**src/sv/bth_pkg.sv**
```systemverilog
`timescale 1ns / 1ps
`default_nettype none
// ----------------------------------------------------------------------------
// bth_pkg
// shared types, codes and constants of the boundary-tag heap allocator
// ----------------------------------------------------------------------------
package bth_pkg;

    localparam int HEAP_WORDS_DEF = 16384;

    // configuration port
    localparam int CFG_IDX_W  = 1;
    localparam int CFG_DATA_W = 17;
    localparam logic [CFG_IDX_W-1:0] CFG_HEAP_LIMIT = 1'd0;
    localparam logic [CFG_IDX_W-1:0] CFG_GROW_CHUNK = 1'd1;
    localparam logic [CFG_DATA_W-1:0] HEAP_LIMIT_RST = 17'd65536;
    localparam logic [CFG_DATA_W-1:0] GROW_CHUNK_RST = 17'd4096;

    // function codes
    localparam logic [1:0] FUNC_INIT  = 2'd0;
    localparam logic [1:0] FUNC_ALLOC = 2'd1;
    localparam logic [1:0] FUNC_FREE  = 2'd2;

    // status codes
    localparam logic [1:0] ST_DONE = 2'd0;
    localparam logic [1:0] ST_NULL = 2'd1;
    localparam logic [1:0] ST_OOM  = 2'd2;

    // tag layout
    localparam logic [31:0] WSIZE        = 32'd4;
    localparam logic [31:0] DSIZE        = 32'd8;
    localparam logic [31:0] MIN_BLOCK    = 32'd16;
    localparam logic [31:0] TAG_USED     = 32'd1;
    localparam logic [31:0] PROLOGUE_TAG = DSIZE | TAG_USED;
    localparam logic [31:0] EPILOGUE_TAG = TAG_USED;
    localparam logic [31:0] HEAP_BYTES_MAX = 32'd65536;

    typedef struct packed {
        logic [1:0]  func;
        logic [15:0] request_size;
        logic [15:0] block_address;
    } in_word_t;

    typedef struct packed {
        logic [15:0] payload_address;
        logic [16:0] granted_size;
        logic [1:0]  status;
    } out_word_t;

    // datapath micro-operations
    typedef enum logic [5:0] {
        CMD_NOP,
        CMD_LOAD,
        CMD_INIT0,
        CMD_INIT1,
        CMD_INIT2,
        CMD_INIT3,
        CMD_GROW_CHK,
        CMD_GROW_W1,
        CMD_GROW_W2,
        CMD_GROW_W3,
        CMD_MRG_RD_OWN,
        CMD_MRG_RD_PREV,
        CMD_MRG_RD_NEXT,
        CMD_MRG_EVAL,
        CMD_MRG_N_W1,
        CMD_MRG_N_W2,
        CMD_MRG_RD_PRV,
        CMD_MRG_P_W1,
        CMD_MRG_P_W2,
        CMD_SRCH_START,
        CMD_SRCH_WRAP,
        CMD_SRCH_MISS,
        CMD_SRCH_RD,
        CMD_SRCH_ADV,
        CMD_SRCH_HIT,
        CMD_PLC_RD,
        CMD_PLC_W1,
        CMD_PLC_W2,
        CMD_PLC_W3,
        CMD_PLC_W4,
        CMD_FREE_RD,
        CMD_FREE_W1,
        CMD_FREE_W2,
        CMD_RES_NULL,
        CMD_RES_OOM,
        CMD_RES_INIT,
        CMD_RES_GRANT,
        CMD_RES_ZERO,
        CMD_EMIT
    } cmd_t;

    // datapath flags seen by the controller
    typedef struct packed {
        logic [1:0] func;
        logic       req_zero;
        logic       base_zero;
        logic       free_pre;
        logic       free_ok;
        logic       gfail;
        logic       stop;
        logic       phase;
        logic       sz_zero;
        logic       fit;
        logic       pfree;
        logic       nfree;
        logic       split;
        logic       out_free;
    } dp_stat_t;

endpackage
`default_nettype wire

```
**src/sv/bth_ctrl.sv**
```systemverilog
`timescale 1ns / 1ps
`default_nettype none
// ----------------------------------------------------------------------------
// bth_ctrl
// sequencer that steps the datapath through init, allocate and free
// ----------------------------------------------------------------------------
module bth_ctrl (
    input  wire logic            clk,
    input  wire logic            rst_n,
    input  wire logic            in_valid,
    output logic                 in_ready,
    input  wire bth_pkg::dp_stat_t stat,
    output bth_pkg::cmd_t        cmd
);

    typedef enum logic [4:0] {
        S_IDLE, S_DISPATCH, S_INIT1, S_INIT2, S_INIT3,
        S_GROW_CHK, S_GROW_DEC, S_GROW_W2, S_GROW_W3,
        S_M_OWN, S_M_PREV, S_M_NEXT, S_M_EVAL, S_M_DEC, S_M_N2, S_M_P1, S_M_P2,
        S_MRET, S_GRET, S_A_CHK, S_A_EVAL,
        S_P_RD, S_P_W1, S_P_W2, S_P_W3, S_P_W4, S_P_FIN,
        S_F_CHK, S_F_W2, S_EMIT
    } state_t;

    state_t state_reg, state_next;

    always_ff @(posedge clk or negedge rst_n)
    begin
        if (!rst_n)
        begin
            state_reg <= S_IDLE;
        end
        else
        begin
            state_reg <= state_next;
        end
    end

    assign in_ready = (state_reg == S_IDLE);

    always_comb
    begin
        state_next = state_reg;
        cmd        = bth_pkg::CMD_NOP;
        unique case (state_reg)
            S_IDLE:
            begin
                if (in_valid)
                begin
                    cmd        = bth_pkg::CMD_LOAD;
                    state_next = S_DISPATCH;
                end
            end
            S_DISPATCH:
            begin
                case (stat.func)
                    bth_pkg::FUNC_INIT:
                    begin
                        cmd        = bth_pkg::CMD_INIT0;
                        state_next = S_INIT1;
                    end
                    bth_pkg::FUNC_ALLOC:
                    begin
                        if (stat.req_zero)
                        begin
                            cmd        = bth_pkg::CMD_RES_NULL;
                            state_next = S_EMIT;
                        end
                        else if (stat.base_zero)
                        begin
                            cmd        = bth_pkg::CMD_RES_OOM;
                            state_next = S_EMIT;
                        end
                        else
                        begin
                            cmd        = bth_pkg::CMD_SRCH_START;
                            state_next = S_A_CHK;
                        end
                    end
                    bth_pkg::FUNC_FREE:
                    begin
                        if (stat.free_pre)
                        begin
                            cmd        = bth_pkg::CMD_FREE_RD;
                            state_next = S_F_CHK;
                        end
                        else
                        begin
                            cmd        = bth_pkg::CMD_RES_ZERO;
                            state_next = S_EMIT;
                        end
                    end
                    default:
                    begin
                        cmd        = bth_pkg::CMD_RES_ZERO;
                        state_next = S_EMIT;
                    end
                endcase
            end
            S_INIT1:
            begin
                cmd        = bth_pkg::CMD_INIT1;
                state_next = S_INIT2;
            end
            S_INIT2:
            begin
                cmd        = bth_pkg::CMD_INIT2;
                state_next = S_INIT3;
            end
            S_INIT3:
            begin
                cmd        = bth_pkg::CMD_INIT3;
                state_next = S_GROW_CHK;
            end
            S_GROW_CHK:
            begin
                cmd        = bth_pkg::CMD_GROW_CHK;
                state_next = S_GROW_DEC;
            end
            S_GROW_DEC:
            begin
                if (stat.gfail)
                begin
                    state_next = S_GRET;
                end
                else
                begin
                    cmd        = bth_pkg::CMD_GROW_W1;
                    state_next = S_GROW_W2;
                end
            end
            S_GROW_W2:
            begin
                cmd        = bth_pkg::CMD_GROW_W2;
                state_next = S_GROW_W3;
            end
            S_GROW_W3:
            begin
                cmd        = bth_pkg::CMD_GROW_W3;
                state_next = S_M_OWN;
            end
            S_M_OWN:
            begin
                cmd        = bth_pkg::CMD_MRG_RD_OWN;
                state_next = S_M_PREV;
            end
            S_M_PREV:
            begin
                cmd        = bth_pkg::CMD_MRG_RD_PREV;
                state_next = S_M_NEXT;
            end
            S_M_NEXT:
            begin
                cmd        = bth_pkg::CMD_MRG_RD_NEXT;
                state_next = S_M_EVAL;
            end
            S_M_EVAL:
            begin
                cmd        = bth_pkg::CMD_MRG_EVAL;
                state_next = S_M_DEC;
            end
            S_M_DEC:
            begin
                if (!stat.pfree && !stat.nfree)
                begin
                    state_next = S_MRET;
                end
                else if (!stat.pfree)
                begin
                    cmd        = bth_pkg::CMD_MRG_N_W1;
                    state_next = S_M_N2;
                end
                else
                begin
                    cmd        = bth_pkg::CMD_MRG_RD_PRV;
                    state_next = S_M_P1;
                end
            end
            S_M_N2:
            begin
                cmd        = bth_pkg::CMD_MRG_N_W2;
                state_next = S_MRET;
            end
            S_M_P1:
            begin
                cmd        = bth_pkg::CMD_MRG_P_W1;
                state_next = S_M_P2;
            end
            S_M_P2:
            begin
                cmd        = bth_pkg::CMD_MRG_P_W2;
                state_next = S_MRET;
            end
            S_MRET:
            begin
                if (stat.func == bth_pkg::FUNC_FREE)
                begin
                    cmd        = bth_pkg::CMD_RES_ZERO;
                    state_next = S_EMIT;
                end
                else
                begin
                    state_next = S_GRET;
                end
            end
            S_GRET:
            begin
                if (stat.func == bth_pkg::FUNC_INIT)
                begin
                    cmd        = bth_pkg::CMD_RES_INIT;
                    state_next = S_EMIT;
                end
                else if (stat.gfail)
                begin
                    cmd        = bth_pkg::CMD_RES_OOM;
                    state_next = S_EMIT;
                end
                else
                begin
                    state_next = S_P_RD;
                end
            end
            S_A_CHK:
            begin
                if (stat.stop)
                begin
                    if (!stat.phase)
                    begin
                        cmd = bth_pkg::CMD_SRCH_WRAP;
                    end
                    else
                    begin
                        cmd        = bth_pkg::CMD_SRCH_MISS;
                        state_next = S_GROW_CHK;
                    end
                end
                else
                begin
                    cmd        = bth_pkg::CMD_SRCH_RD;
                    state_next = S_A_EVAL;
                end
            end
            S_A_EVAL:
            begin
                if (stat.sz_zero)
                begin
                    if (!stat.phase)
                    begin
                        cmd        = bth_pkg::CMD_SRCH_WRAP;
                        state_next = S_A_CHK;
                    end
                    else
                    begin
                        cmd        = bth_pkg::CMD_SRCH_MISS;
                        state_next = S_GROW_CHK;
                    end
                end
                else if (stat.fit)
                begin
                    cmd        = bth_pkg::CMD_SRCH_HIT;
                    state_next = S_P_RD;
                end
                else
                begin
                    cmd        = bth_pkg::CMD_SRCH_ADV;
                    state_next = S_A_CHK;
                end
            end
            S_P_RD:
            begin
                cmd        = bth_pkg::CMD_PLC_RD;
                state_next = S_P_W1;
            end
            S_P_W1:
            begin
                cmd        = bth_pkg::CMD_PLC_W1;
                state_next = S_P_W2;
            end
            S_P_W2:
            begin
                cmd        = bth_pkg::CMD_PLC_W2;
                state_next = stat.split ? S_P_W3 : S_P_FIN;
            end
            S_P_W3:
            begin
                cmd        = bth_pkg::CMD_PLC_W3;
                state_next = S_P_W4;
            end
            S_P_W4:
            begin
                cmd        = bth_pkg::CMD_PLC_W4;
                state_next = S_P_FIN;
            end
            S_P_FIN:
            begin
                cmd        = bth_pkg::CMD_RES_GRANT;
                state_next = S_EMIT;
            end
            S_F_CHK:
            begin
                if (stat.free_ok)
                begin
                    cmd        = bth_pkg::CMD_FREE_W1;
                    state_next = S_F_W2;
                end
                else
                begin
                    cmd        = bth_pkg::CMD_RES_ZERO;
                    state_next = S_EMIT;
                end
            end
            S_F_W2:
            begin
                cmd        = bth_pkg::CMD_FREE_W2;
                state_next = S_M_OWN;
            end
            S_EMIT:
            begin
                if (stat.out_free)
                begin
                    cmd        = bth_pkg::CMD_EMIT;
                    state_next = S_IDLE;
                end
            end
            default:
            begin
                state_next = S_IDLE;
            end
        endcase
    end

endmodule
`default_nettype wire

```
**config.mk**
```make
export PLATFORM = sky130hd
export DESIGN_NAME = bth_ctrl
export DESIGN_NICKNAME = d
export VERILOG_FILES = /design/src/sv/bth_pkg.sv /design/src/sv/bth_ctrl.sv
export SDC_FILE = /design/constraint.sdc
export NUM_CORES = 1
export LEC_CHECK = 0
export BUFFER_PORTS_ARGS = -buffer_cell sky130_fd_sc_hd__buf_2
export CORE_MARGIN = 3
export CORE_UTILIZATION = 55
export DETAILED_ROUTE_END_ITERATION = 6
export PLACE_DENSITY_LB_ADDON = 0.05
export SLEW_MARGIN = 20
export SYNTH_ARGS = -nofsm -noshare
export SYNTH_HDL_FRONTEND = slang
export SYNTH_SLANG_ARGS = --single-unit
```
**constraint.sdc**
```tcl
create_clock -name clk -period 2 [get_ports clk]
set_input_delay 0.4 -clock clk [delete_from_list [all_inputs] [get_ports clk]]
set_output_delay 0.4 -clock clk [all_outputs]
set_load 0.02 [all_outputs]
```
==> results.json, run 1 <==
{
  "routabilityCongestion": 1.13,
  "preCtsSetupSlack_ns": -0.138,
  "postGrtWorstEndpoint": "cmd[0]",
  "start_util_pct": 59.2,
  "async_reset_ff_share_pct": 100,
  "dp_cells": 257,
  "syn_area_per_cell_um2": 6.48,
  "synth.distinct_cells": 51,
  "fp-row-count": 16,
  "die_y_um": 52.2,
  "synth_area_mm2": 0.00117,
  "grt_start_max_net_pins": 13,
  "die_w_um": 52.2,
  "clock-root-buffer": "clkbuf_4",
  "io_pins": 25,
  "gr-total-overflow": 17,
  "endpoint_type": "top-level output",
  "dp_hpwl_um": 3750,
  "firstError": "[ERROR GRT-0232] Routing congestion too high. Check the congestion heatmap in the GUI.",
  "syn_inst": 181,
  "synth_edf_count": 0,
  "port_buffers": 24,
  "numCtsBuffers": 3,
  "synth_area_leaders": "dfrtp_1 11%, nor2_1 7.0%, nand2_1 5.8%",
  "synth_ff_type": "dfrtp_1",
  "status": "stopped before the end",
  "clkSinkCount": 5,
  "synth_top_area_share_pct": 10.7,
  "failed_stage": "global routing (5_1_grt)",
  "h-tree-depth": 1,
  "ys_seq_area_share_pct": 10.7,
  "cts_buffer_depth": 2,
  "synth.net_count": 199,
  "yosys.area.top_type": "dfrtp_1",
  "grt_use_total_pct": 69.7,
  "ys_seq_elements": 5,
  "yosys_warnings": 0
}
-- Yosys cell counts (all sizes together) (2+ instances only) --
library cell,instances
o21a,2
o211ai,4
a21o,3
and3,2
o22ai,4
nand4,6
a22oi,2
a31oi,2
a211o,2
nand2,18
a32oi,3
o21bai,2
o2111ai,4
nand2b,9
buf,15
inv,5
nor2,22
nor3,6
o21ai,13
nor2b,7
dfrtp,5
a21oi,13
nand3,12
-- stage by stage --
step                hold slack, ns  setup TNS (ns)  util, %  cell area (um2)
floorplan                    0.104               0        -             1170
CTS                          0.501          -0.974     91.2             1810
detailed placement           0.218          -0.304     77.0             1530
global placement             0.217          -0.201     77.0             1530
-- routing by layer --
layer / GRT overflow / track usage, %
met1: 0 / 65.8
met2: 10 / 84.3
met3: 1 / 61.0
met4: 6 / 74.9
met5: 0 / 2.38
-- repair_timing --
item / in CTS
setup buffers: 15
gates cloned: 1
hold buffers: 1
pin swaps: 10
setup endpoints to repair: 6
resized for setup: 28
endpoints found under the hold margin: 5
-- cells by family after synthesis --
group           count (synthesis)  share of synthesized area, %
simple gates                   91                          40.6
compound gates                 64                          37.8
buf+inv                        20                          10.1
flops                           5                          10.7
mux                             1                         0.854
==> run 2, diff against run 1 <==
--- a/config.mk
+++ b/config.mk
@@ -6,10 +6,10 @@
 export NUM_CORES = 1
 export LEC_CHECK = 0
 export BUFFER_PORTS_ARGS = -buffer_cell sky130_fd_sc_hd__buf_2
-export CORE_MARGIN = 3
-export CORE_UTILIZATION = 55
+export CORE_AREA = 3 3 64 66
 export DETAILED_ROUTE_END_ITERATION = 6
-export PLACE_DENSITY_LB_ADDON = 0.05
+export DIE_AREA = 0 0 67 69
+export PLACE_DENSITY_LB_ADDON = 0.15
 export SLEW_MARGIN = 20
 export SYNTH_ARGS = -nofsm -noshare
 export SYNTH_HDL_FRONTEND = slang
==> run 2 against run 1 <==
The flow now finishes, with violations (setup timing). Synthesized area unchanged. Synthesized cell count unchanged.
==> results.json, run 2 <==
{
  "die_y_um": 69,
  "crit_path_end": "cmd[1]",
  "setup-violations-final": 7,
  "grt_pass1_wl_um": 8170,
  "synth.distinct_cells": 51,
  "clock-root-buffer": "clkbuf_8",
  "synth_area_leaders": "dfrtp_1 11%, nor2_1 7.0%, nand2_1 5.8%",
  "worstMarginPinSlew_ns": 0.438,
  "worstPathMaxFanout": 7,
  "finalCriticalPeriod_ns": 2.22,
  "first_pass_iters": 5,
  "yosysMostFrequentCell": "nor2_1",
  "synth_commonest_cells": "22 x nor2_1, 18 x nand2_1, 13 x a21oi_1",
  "fp-row-count": 22,
  "drt_iter0_drc": 167,
  "die_area_mm2": 0.00462,
  "cts_buffer_depth": 2,
  "syn_area_per_cell_um2": 6.48,
  "clk_transition_reported_paths_ns": 0.04,
  "grt_pass1_vias": 1701,
  "die_w_um": 67,
  "reg2reg_to": "state_reg[4]",
  "grt_use_total_pct": 22.4,
  "mostFrequentLayoutCells": "52 x buf_4, 19 x nor2_1, 19 x buf_2, 17 x nand2_1",
  "routabilityCongestion": 1.00,
  "hold_violations": 0,
  "setup_ws_ns": -0.220,
  "yosys.area.top_type": "dfrtp_1",
  "relSlewSlack_pct": 70.7,
  "ys_seq_elements": 5,
  "synth_edf_count": 0,
  "antenna_left": 0,
  "reg2reg_from": "state_reg[1]",
  "numCtsBuffers": 3,
  "drc": 0,
  "critPathKind": "reg2out",
  "dp_cells": 284,
  "worst_setup_path_end_kind": "primary output",
  "grt_antenna_before_repair": 0,
  "crit_start": "state_reg[3]",
  "drv_slew": 0,
  "finClkSkew_ns": 0.00322,
  "core_area_mm2": 0.00363,
  "wl_per_cell_um": 17.6,
  "final_common_cell": "buf_4",
  "p_leak_nw": 0.890,
  "startpoint_type": "flop",
  "worst_skew_pair.late_latency_ns": 0.22,
  "synth_top_area_share_pct": 10.7,
  "viasPerCell": 5.97,
  "ys_seq_area_share_pct": 10.7,
  "peakVddDrop_uv": 1050,
  "worst_ep_arrival_time_ns": 1.82,
  "grt_start_max_net_pins": 17,
  "antenna_cells": 0,
  "fmax_mhz": 450,
  "wirelength_um": 5330,
  "reg2reg_setup_slack_ns": -0.01,
  "syn_inst": 181,
  "power-per-cell-area_mw_per_mm2": 1850,
  "vias": 1808,
  "tritoncts": "built",
  "async_reset_ff_share_pct": 100,
  "clkSinkCount": 5,
  "yosys_warnings": 0,
  "stdcell_count": 303,
  "finalCritPeriodShare_pct": 111,
  "rsz0062_at_grt": "yes",
  "drive_gt1_share_pct": 46.3,
  "hold_path_class": "in2async",
  "violations": "setup timing",
  "status": "complete, but fails checks",
  "port_buffers": 24,
  "dp_hpwl_um": 3910,
  "largest_reg_flops": 5,
  "area_growth_pct": 65.7,
  "synth_area_mm2": 0.00117,
  "timing.setup.tns_ns": -0.911,
  "synth_ff_type": "dfrtp_1",
  "synth.net_count": 199,
  "num-nets-final": 274,
  "h-tree-depth": 1,
  "required_ns": 1.60,
  "start_util_pct": 32.3,
  "gr-total-overflow": 0,
  "maxCapViolations": 0,
  "total_power_mw": 3.60,
  "rr_worst_depth": 7,
  "io_pins": 25,
  "postLayoutCoreUtil_pct": 53.5
}
-- run 2: cell counts after synthesis --
No cell type changed its count.
-- run 2: how the worst min path moves through the flow --
stage                         to  slack, ns  cells past startpoint
floorplan           state_reg[0]       0.10                      0
detailed placement  state_reg[4]       0.21                      1
CTS                 state_reg[1]       0.52                      2
finish              state_reg[0]       0.52                      2
global route        state_reg[0]       0.54                      2
global placement    state_reg[0]       0.21                      1
-- run 2: timing repair --
| item | 4_1_cts | 5_1_grt |
|---|---|---|
| hold endpoints to repair | 5 | 0 |
| resized for setup | 19 | 29 |
| pin swaps | 4 | 6 |
| buffers inserted | 6 | 8 |
| hold buffers | 1 | 0 |
| endpoints found under the setup margin | 7 | 8 |
-- run 2: worst max-delay path, stage by stage, from the launching register on --
cell	delay, ns
dfrtp_2	0.48
buf_6	0.16
inv_1	0.07
o21ai_1	0.08
a22o_1	0.22
a311oi_2	0.28
nand4_1	0.15
buf_6	0.16
-- run 2: area by class of cell --
type / count / area (um2)
sequential: 5 / 131
clock buffer: 4 / 45.0
fill: 349 / 1690
timing repair buffer: 85 / 659
multi-input combinational: 156 / 1030
inverter: 5 / 18.8
tap: 48 / 60.1
-- run 2: where the power goes --
part	total, mW	internal [mW]	switching [mW]
logic	3.14	1.57	1.57
registers	0.279	0.168	0.111
clock network	0.185	0.137	0.0486
total	3.60	1.87	1.73
-- run 2: stage by stage --
stage                     worst slack (ns)  hold WS, ns  instance area [um2]
after floorplan                     0.0617        0.104                 1170
after global placement             -0.0855        0.212                 1610
after CTS                           -0.222        0.522                 1770
after global routing                -0.278        0.543                 1940
final                               -0.220        0.519                 1940
after detailed placement           -0.0667        0.215                 1610
-- run 2: routing by layer --
layer	GRT usage (%)	share of wire, %	vias up
li1	-	-	832
met1	28.6	39	820
met2	34.6	46	133
met3	5.21	10	23
met4	10.8	4.7	0
met5	0	0	-
-- run 2: kinds of logic (layout without fill, tap and decap cells) --
kind of cell           Yosys count  in the layout  share of synthesized area, %
multiplexers                     1              1                         0.854
flip-flops                       5              5                          10.7
AO/OA/AOI/OAI                   64             64                          37.8
buffers and inverters           20             94                          10.1
AND/OR/NAND/NOR                 91             91                          40.6
Power figures use the tool's default switching activity.
==> run 3, diff against run 2 <==
--- a/config.mk
+++ b/config.mk
@@ -10,6 +10,7 @@
 export DETAILED_ROUTE_END_ITERATION = 6
 export DIE_AREA = 0 0 67 69
 export PLACE_DENSITY_LB_ADDON = 0.15
+export SETUP_SLACK_MARGIN = 0.15
 export SLEW_MARGIN = 20
 export SYNTH_ARGS = -nofsm -noshare
 export SYNTH_HDL_FRONTEND = slang
==> run 3 against run 2 <==
First-iteration DRC count down 34%. Final cell count up 0.33%. Die area unchanged. Sequential share of layout area down 0.59 points. Largest cell class unchanged. Count of clock-buffer cells in the layout unchanged. Highest routed layer unchanged. Design area up 8.6%. The run still ends with setup timing left.
==> results.json, run 3 (same netlist as run 2, synthesis figures left out) <==
{
  "dpl_cell_area_mm2": 0.00161,
  "critical-path-max-stage-delay_ns": 0.38,
  "relSlewSlack_pct": 72.6,
  "gr-total-overflow": 0,
  "setup-violations-final": 6,
  "p_leak_nw": 0.954,
  "drc": 0,
  "wl_per_cell_um": 17.9,
  "maxCapViolations": 0,
  "setup_ws_ns": -0.273,
  "finalCritPeriodShare_pct": 114,
  "worst_setup_path_end_kind": "primary output",
  "num-nets-final": 275,
  "critPathKind": "reg2out",
  "pwr-share-comb_pct": 88.8,
  "switching_share_pct": 48.1,
  "start_util_pct": 32.3,
  "grt_use_total_pct": 23.4,
  "vias": 1780,
  "grt_pass1_vias": 1785,
  "antenna_left": 0,
  "first_pass_iters": 4,
  "path_cells": "buf_12 -> and3b_4 -> a32oi_2 -> o41a_1 -> o211ai_1 -> a211o_1 -> buf_6",
  "p_int_mw": 2.06,
  "clock-root-buffer": "clkbuf_8",
  "h-tree-depth": 1,
  "io_pins": 25,
  "status": "complete, but fails checks",
  "hold_path_class": "in2async",
  "final_common_cell": "buf_4",
  "worstPathMaxFanout": 7,
  "postLayoutCoreUtil_pct": 58.1,
  "grt_antenna_before_repair": 0,
  "rsz0062_at_grt": "yes",
  "tritoncts": "built",
  "power-per-cell-area_mw_per_mm2": 1880,
  "numCtsBuffers": 3,
  "clk_transition_reported_paths_ns": 0.04,
  "fmax_mhz": 440,
  "port_buffers": 24,
  "hold_ws_ns": 0.526,
  "p_switching_mw": 1.91,
  "die_w_um": 67,
  "finalCriticalPeriod_ns": 2.27,
  "worst_ep_arrival_time_ns": 1.87,
  "antenna_cells": 0,
  "peakVddDrop_uv": 698,
  "timing.setup.tns_ns": -0.839,
  "violations": "setup timing",
  "routabilityCongestion": 1.02,
  "reg2reg_from": "state_reg[2]",
  "largest_reg_flops": 5,
  "clkSinkCount": 5,
  "die_y_um": 69,
  "dp_hpwl_um": 3980,
  "worst_skew_pair.late_latency_ns": 0.22,
  "final_area_mm2": 0.00211,
  "critPathBufInv": 2,
  "core_area_mm2": 0.00363,
  "sequentialPowerShare_pct": 6.4,
  "cp_slowest_cell": "dfrtp_1",
  "required_ns": 1.60,
  "cts_buffer_depth": 2,
  "cp_top_family": "compound AO/OA/AOI/OAI gates",
  "drv_slew": 0,
  "area_growth_pct": 79.9,
  "die_area_mm2": 0.00462,
  "finClkSkew_ns": 0.000369,
  "drt_iter0_drc": 110,
  "grt_pass1_wl_um": 8580,
  "fp-row-count": 22,
  "startpoint_type": "flop",
  "grt_start_max_net_pins": 15,
  "wirelength_um": 5430,
  "hold_violations": 0,
  "mostFrequentLayoutCells": "53 x buf_4, 17 x buf_2, 15 x nand2_1, 15 x nor2_1, 12 x nand3_1",
  "viasPerCell": 5.86,
  "total_power_mw": 3.97,
  "worstMarginPinSlew_ns": 0.410,
  "crit_start": "state_reg[3]",
  "clock_power_share_pct": 4.8,
  "drive_gt1_share_pct": 53.9
}
-- run 3: changes by cell type in the layout (fill, tap and decap cells not counted), sizes merged --
cell / previous run / this run
buf: 84 / 85
-- run 3: layout make-up --
type | count | area [um2]
multi-input cells | 156 | 1170
flip-flops and latches | 5 | 130
well taps | 48 | 60.1
fillers | 344 | 1520
clock buffers | 4 | 45.0
repair buffers | 86 | 687
inverters | 5 | 21.3
-- run 3: path summary, 6_finish.rpt --
check	to	cells after the start	slack (ns)
max	cmd[0]	7	-0.27
min	state_reg[1]	2	0.53
max reg2reg	state_reg[4]	7	0.03
min reg2reg	state_reg[0]	3	0.92
max in group asynchronous	state_reg[4]	2	1.33
min in group clk	state_reg[1]	3	0.60
-- run 3: power groups by stage --
| stage | sequential (mW) | clock, mW | combinational [mW] |
|---|---|---|---|
| 2_1_floorplan | 0.199 | 0 | 1.58 |
| 3_3_place_gp | 0.274 | 0 | 2.45 |
| 3_5_place_dp | 0.277 | 0 | 2.44 |
| 4_1_cts | 0.241 | 0.189 | 3.04 |
| 5_1_grt | 0.267 | 0.195 | 3.72 |
| 6_report | 0.256 | 0.191 | 3.53 |
-- run 3: through the flow --
stage	instances	worst slack, ns
floorplan	181	0.104
global placement	281	-0.113
detailed placement	281	-0.136
CTS	297	-0.205
global route	304	-0.299
finish	304	-0.273
-- run 3: routing by layer --
layer | wire [um] | GRT usage [%] | vias up
met1 | 2220 | 31.2 | 839
met3 | 334 | 2.44 | 16
met5 | 0 | 0 | -
met2 | 2690 | 37.6 | 94
met4 | 188 | 9.91 | 0
li1 | - | - | 831
-- run 3: what timing repair did --
action / in CTS / in global routing
hold endpoints to repair: 5 / 0
resized for setup: 41 / 36
hold buffers: 1 / 0
buffers inserted: 11 / 7
pin swaps: 14 / 18
setup endpoints to repair: 10 / 11
